`config.mk`:
```
export PLATFORM = sky130hd
export DESIGN_NAME = mz_ctrl
export DESIGN_NICKNAME = d
export VERILOG_FILES = /design/src/sv/mz_pkg.sv /design/src/sv/mz_ctrl.sv
export VERILOG_INCLUDE_DIRS = /design/src /design/src/sv
export SDC_FILE = /design/constraint.sdc
export NUM_CORES = 1
export LEC_CHECK = 0
export BUFFER_PORTS_ARGS = -buffer_cell sky130_fd_sc_hd__buf_2
export CORE_MARGIN = 5
export CORE_UTILIZATION = 50
export DETAILED_ROUTE_END_ITERATION = 10
export PLACE_DENSITY_LB_ADDON = 0.3
export SLEW_MARGIN = 20
export SYNTH_ARGS = -nofsm -noshare
export SYNTH_HDL_FRONTEND = slang
export SYNTH_SLANG_ARGS = --single-unit
```
`constraint.sdc`:
```
create_clock -name clk -period 3.93 [get_ports clk]
set_input_delay 0.5895 -clock clk [delete_from_list [all_inputs] [get_ports clk]]
set_output_delay 0.5895 -clock clk [all_outputs]
set_load 0.005 [all_outputs]
```
`src/sv/assert_macros.svh`:
```
// Assertion helpers used by the sequencer RTL.
`ifndef ASSERT_MACROS_SVH
`define ASSERT_MACROS_SVH

// Consequent must hold in the same cycle as the antecedent.
`define MZ_ASSERT_SAME(lbl, clk, rst_n, ante, cons) \
  lbl: assert property (@(posedge clk) disable iff (!rst_n) (ante) |-> (cons)) \
    else $error("same-cycle check failed");

// Consequent must hold in the cycle after the antecedent.
`define MZ_ASSERT_NEXT(lbl, clk, rst_n, ante, cons) \
  lbl: assert property (@(posedge clk) disable iff (!rst_n) (ante) |=> (cons)) \
    else $error("next-cycle check failed");

`endif

```
`src/sv/mz_pkg.sv`:
```
`default_nettype none

package mz_pkg;

  localparam int unsigned MAX_ITEMS_DEF = 65536;
  localparam int unsigned DATA_W        = 32;
  localparam int unsigned WIDE_W        = 64;
  localparam int unsigned NUM_LANES     = 3;
  localparam int unsigned CORR_STEPS    = 41;
  localparam int unsigned AVG_STEPS     = WIDE_W;
  localparam int unsigned STEP_W        = $clog2(AVG_STEPS);
  localparam int unsigned REM_PAD       = WIDE_W - CORR_STEPS;

  localparam logic [CORR_STEPS-1:0] Q_CLAMP = {1'b1, {(CORR_STEPS-1){1'b0}}};

  localparam logic [1:0] ACT_CLEAR = 2'd0;
  localparam logic [1:0] ACT_ACC   = 2'd1;
  localparam logic [1:0] ACT_CORR  = 2'd2;

  localparam logic [1:0] ST_OK        = 2'd0;
  localparam logic [1:0] ST_ZERO_MASS = 2'd1;
  localparam logic [1:0] ST_NO_COUNT  = 2'd2;
  localparam logic [1:0] ST_SAT       = 2'd3;

  typedef struct packed {
    logic load;
    logic clear;
    logic mul;
    logic acc;
    logic avg_zero;
    logic avg_load;
    logic avg_store;
    logic corr_load;
    logic step;
    logic emit;
  } dp_cmd_t;

  typedef struct packed {
    logic [1:0] action;
    logic       counted;
    logic       mass_zero;
    logic       count_zero;
    logic       avg_ready;
    logic       out_free;
  } dp_sts_t;

endpackage

`default_nettype wire

```
`src/sv/mz_ctrl.sv`:
```
`default_nettype none

`include "assert_macros.svh"

module mz_ctrl (
  input  logic             clk,
  input  logic             rst_n,
  input  logic             in_valid,
  output logic             in_ready,
  input  mz_pkg::dp_sts_t  sts,
  output mz_pkg::dp_cmd_t  cmd
);

  typedef enum logic [3:0] {
    S_IDLE,
    S_DECODE,
    S_MUL,
    S_ADD,
    S_AVG,
    S_AVG_DONE,
    S_CHECK,
    S_CORR,
    S_FIN
  } state_t;

  state_t                    state_r, state_nxt;
  logic [mz_pkg::STEP_W-1:0] cnt_r, cnt_nxt;

  assign in_ready = (state_r == S_IDLE);

  always_comb begin
    state_nxt = state_r;
    cnt_nxt   = cnt_r;
    cmd       = '0;
    case (state_r)
      S_IDLE: begin
        if (in_valid) begin
          cmd.load  = 1'b1;
          state_nxt = S_DECODE;
        end
      end
      S_DECODE: begin
        case (sts.action)
          mz_pkg::ACT_CLEAR: begin
            cmd.clear = 1'b1;
            state_nxt = S_IDLE;
          end
          mz_pkg::ACT_ACC: begin
            state_nxt = sts.counted ? S_MUL : S_IDLE;
          end
          mz_pkg::ACT_CORR: begin
            if (sts.avg_ready) begin
              state_nxt = S_CHECK;
            end else if (sts.count_zero) begin
              cmd.avg_zero = 1'b1;
              state_nxt    = S_CHECK;
            end else begin
              cmd.avg_load = 1'b1;
              cnt_nxt      = mz_pkg::STEP_W'(mz_pkg::AVG_STEPS - 1);
              state_nxt    = S_AVG;
            end
          end
          default: state_nxt = S_IDLE;
        endcase
      end
      S_MUL: begin
        cmd.mul   = 1'b1;
        state_nxt = S_ADD;
      end
      S_ADD: begin
        cmd.acc   = 1'b1;
        state_nxt = S_IDLE;
      end
      S_AVG: begin
        cmd.step = 1'b1;
        cnt_nxt  = cnt_r - 1'b1;
        if (cnt_r == '0) begin
          state_nxt = S_AVG_DONE;
        end
      end
      S_AVG_DONE: begin
        cmd.avg_store = 1'b1;
        state_nxt     = S_CHECK;
      end
      S_CHECK: begin
        if (sts.counted && !sts.mass_zero && !sts.count_zero) begin
          cmd.corr_load = 1'b1;
          cnt_nxt       = mz_pkg::STEP_W'(mz_pkg::CORR_STEPS - 1);
          state_nxt     = S_CORR;
        end else if (sts.out_free) begin
          cmd.emit  = 1'b1;
          state_nxt = S_IDLE;
        end
      end
      S_CORR: begin
        cmd.step = 1'b1;
        cnt_nxt  = cnt_r - 1'b1;
        if (cnt_r == '0) begin
          state_nxt = S_FIN;
        end
      end
      S_FIN: begin
        if (sts.out_free) begin
          cmd.emit  = 1'b1;
          state_nxt = S_IDLE;
        end
      end
      default: state_nxt = S_IDLE;
    endcase
  end

  always_ff @(posedge clk) begin
    if (!rst_n) begin
      state_r <= S_IDLE;
      cnt_r   <= '0;
    end else begin
      state_r <= state_nxt;
      cnt_r   <= cnt_nxt;
    end
  end

  // A pending result is never overwritten
  `MZ_ASSERT_SAME(a_emit_free, clk, rst_n, cmd.emit, sts.out_free)
  // Division by mass only runs with a nonzero mass and count
  `MZ_ASSERT_SAME(a_corr_ok, clk, rst_n, cmd.corr_load, sts.counted && !sts.mass_zero && !sts.count_zero)
  // The average is marked fixed right after it is written
  `MZ_ASSERT_NEXT(a_avg_fixed, clk, rst_n, cmd.avg_store || cmd.avg_zero, sts.avg_ready)

endmodule

`default_nettype wire

```
=== After elaboration in Yosys (flattened, before gate mapping) ===
Index checks and enable logic that the tools add are counted.

* Register bits: 10
* Input bits: 10
* Output and inout bits: 11
* Word-level logic and storage cells: 64

* Add/sub/neg operators: 1
* Equal/unequal tests: 17
* Multiplexer cells: 33
* Reduce and logical (&&, ||, !) cells: 11

{| class="wikitable"
|+ Operators by type and width
! cell !! count
|-
| $pmux 4 s8 || 1
|-
| $mux 4 || 6
|-
| $mux 6 || 4
|-
| $pmux 6 s3 || 1
|-
| $eq 4x3->1 const B || 4
|-
| $mux 1 || 14
|-
| $ne 2x2->1 const B || 6
|-
| $mux 2 || 5
|-
| $eq 4x2->1 const B || 2
|-
| $pmux 4 s2 || 1
|-
| $logic_not 6->1 || 1
|-
| $sub 6x1->6 const B || 1
|-
| $reduce_and 5->1 || 1
|-
| $eq 4x1->1 const B || 1
|-
| $eq 4x4->1 const B || 1
|-
| $logic_not 4->1 || 1
|-
| $reduce_and 3->1 || 1
|-
| $reduce_bool 3->1 || 1
|-
| $eq 2x1->1 const B || 1
|-
| $eq 2x2->1 const B || 1
|-
| $logic_and 1x1->1 || 2
|-
| $logic_not 1->1 || 2
|-
| $logic_not 2->1 || 1
|-
| $ne 2x1->1 const B || 1
|-
| other kinds (2) || 2
|}

=== Depth between registers and ports, before layout ===
* Depth after elaboration: 5
* Depth in mapped cells: 6
* Gate-level depth less buffers: 6

=== Worst setup path before layout ===
OpenSTA, ideal clock, no wires.

* Kind: input -> output
* From: input port sts[3] (netlist name)
* To: output port cmd[0] (netlist name)
* Arrival: 1332 ps
* Required time: 3340 ps
* Path slack: 2008 ps
* Stages: 4
* Path buffers: 1
* Cells stage by stage: or3b_1 > clkbuf_1 > a31oi_1 > nor3b_1

{| class="wikitable"
|+ RTL lines
! element !! line !! source
|-
| start, declared || mz_ctrl.sv:10 || <nowiki>input mz_pkg::dp_sts_t sts,</nowiki>
|-
| end, declared || mz_ctrl.sv:11 || <nowiki>output mz_pkg::dp_cmd_t cmd</nowiki>
|}

==> qor.txt <==
CP Launch Type: flip-flop
Vias: 875
Design area: 1000 um2
EDFF count, synth: 0
DRC errors left: 0
CP endpoint kind: output pin
Adder-cell share of the synthesized area: 6.87%
# port buffers: 20
First-pass GRT wire length: 3640 um
DIE HEIGHT: 52.7 um
Delay of the slowest critical-path stage: 670 ps
DP Area: 981 um2
Post-Route WL: 2070 um
WL per Instance: 13.8 um
Die area: 2780 um2
Post-CTS Repair Setup Buffers: 0
Clock latency on the worst-skew pair: 270 ps
Sequential share of the synthesized area: 22.0%
Max-slew headroom: 62.9%
CTS Buf Count: 3
Critical Path Slowest Stage Cell: dfxtp_1
Post-DP HPWL: 1550 um
Synth Area per Inst: 8.28 um2
Synth Area in XOR/XNOR: 0%
MaxCap Viol Count: 0
CTS tree: yes
CTS clk-pin slew, worst paths: 70 ps
Vias in the first global route: 834
H-tree Lvls: 1
Worst path cell trace: nor2b_1 > nand2_1 > nor2_1 > buf_2
Min Clock Period, post-route: 2400 ps
Leakage: 0.506 nW
Critical Path AT: 1810 ps
Compound-gate portion of the synthesized area: 26.0%
Simple-Gate Fraction of Synth Area: 35.3%
Core Rows: 15
Critical path required time: 3340 ps
Nets: 142
Mapped Area: 911 um2
Core area: 1730 um2
Total I/O pin count: 21
Synth Flop Type: dfxtp_1
Fin. max-slew vios: 0
Syn Inst Count: 110
Net Count, Synth: 125
Layout cell share with drive strength beyond 1: 23.2%
CP Class: flip-flop to output pin
Largest net degree at the start of global routing: 17
Routability cong.: 0.818
CP max FO: 16
Die X-Extent: 52.7 um
Most common cell after layout, fill and taps aside: buf_2
Global route overflow: 0
Initial Util: 52.8%
Period utilization: 61.1%
Drt first-iter violations: 10
#FFs+latches synth: 10
Area Growth Syn to Fin: 10.2%
Total track usage: 17.7%
Largest family of logic cells by synthesized area: simple AND/OR/NAND/NOR gates
Status: complete, no violations
Clk root buf: clkbuf_4
F_max: 417 MHz
Post_cts resized: 0
Asr flop ratio synth: 0%
Vias per Instance: 5.83
Mux cell area share after synthesis: 1.10%
N_diodes: 0
Cell Pwr Density: 291 nW/um2
CTS sink cnt: 10
First-pass DRT Iterations: 4
Placed Instances: 147
Hold WC Path Type: flip-flop to flip-flop
Worst IR drop on VDD: 0.232 mV
Hold Violations, Final: 0
Worst-margin pin slew: 556 ps
Synth unique cells: 40
Highest-count cells in the layout ignoring fill and taps: buf_2, nand2_1, dfxtp_1, nor2_1, nor3_1
Setup violators final: 0
Yosys synthesis warning count: 0
Hold-fix buffers, CTS: 0
Fin Setup TNS: 0 ps
Finished Layout Cells: 150
Post-DRT Antenna Nets: 0
RSZ-0062 raised after global routing: false
Initial antenna violation count: 0
Clock Skew: 8.79 ps
Max clock buf depth: 2
==> power breakdown <==
part	internal (mW)	switching, mW
logic	0.0442	0.0516
registers	0.109	0.0141
clock network	0.0355	0.0374
==> worst paths after layout <==
check,from,endpoint,slack [ps],cells past startpoint
setup / recovery,state_r[1],cmd[2],1530,4
hold reg to reg,cnt_r[4],cnt_r[4],530,2
setup reg to reg,state_r[1],cnt_r[5],2150,4
hold / removal,cnt_r[4],cnt_r[4],530,2
==> cells by family after synthesis <==
| kind of cell | Yosys count |
|---|---|
| flip-flops | 10 |
| multiplexers | 1 |
| buffers and inverters | 13 |
| adder cells (fa/ha/maj) | 5 |
| AND/OR/NAND/NOR | 52 |
| AO/OA/AOI/OAI | 29 |
==> final cells by class <==
class / count / area, um2
tap: 25 / 31.3
timing repair buffer: 20 / 100
sequential: 10 / 200
clock buffer: 3 / 22.5
fill: 171 / 723
inverter: 5 / 18.8
multi-input combinational: 87 / 631
==> sequential cells by signal, summed over array words and instances (netlist names) <==
| register | flops |
|---|---|
| cnt_r | 6 |
| state_r | 4 |
==> worst max-delay path, delay by kind of cell (launching register included) <==
| family | cells | cell delay [ps] |
|---|---|---|
| flip-flops | 1 | 670 |
| buffers and inverters | 1 | 130 |
| AND/OR/NAND/NOR | 3 | 720 |
==> through the flow <==
stage | total power [mW] | util (%) | hold slack, ps | setup WS (ps)
after CTS | 0.295 | 58.1 | 535 | 1520
after global routing | 0.315 | 58.1 | 562 | 1360
after detailed placement | 0.221 | 56.8 | 505 | 1750
after floorplan | 0.199 | - | 478 | 2010
final | 0.292 | 58.1 | 534 | 1530
after global placement | 0.218 | 56.8 | 505 | 1760
==> cells in the mapped netlist (2+ instances only) <==
cell type / count / area [um2]
a21o_1: 2 / 15.0
a21oi_1: 4 / 20.0
and2_1: 2 / 12.5
buf_6: 4 / 45.0
clkbuf_1: 3 / 11.3
dfxtp_1: 10 / 200
ha_1: 5 / 62.6
inv_1: 5 / 18.8
nand2_1: 10 / 37.5
nand2b_1: 4 / 25.0
nand3_1: 3 / 15.0
nor2_1: 8 / 30.0
nor2b_1: 2 / 12.5
nor3_1: 6 / 30.0
nor3b_1: 5 / 37.5
nor4_1: 3 / 18.8
o2111ai_1: 2 / 17.5
o211a_1: 3 / 30.0
o21a_1: 2 / 15.0
o21ai_0: 3 / 15.0
o2bb2ai_1: 2 / 17.5
o31a_1: 4 / 35.0
==> per-layer routing <==
metal / part of all wire (%) / wire, um / global-route usage [%]
met3: 4.9 / 102 / 5.41
met1: 45 / 927 / 21.2
met4: 3.1 / 65 / 8.09
met2: 47 / 971 / 28.7
met5: 0 / 0 / 0
No activity file was read; power rests on OpenSTA's default activity.
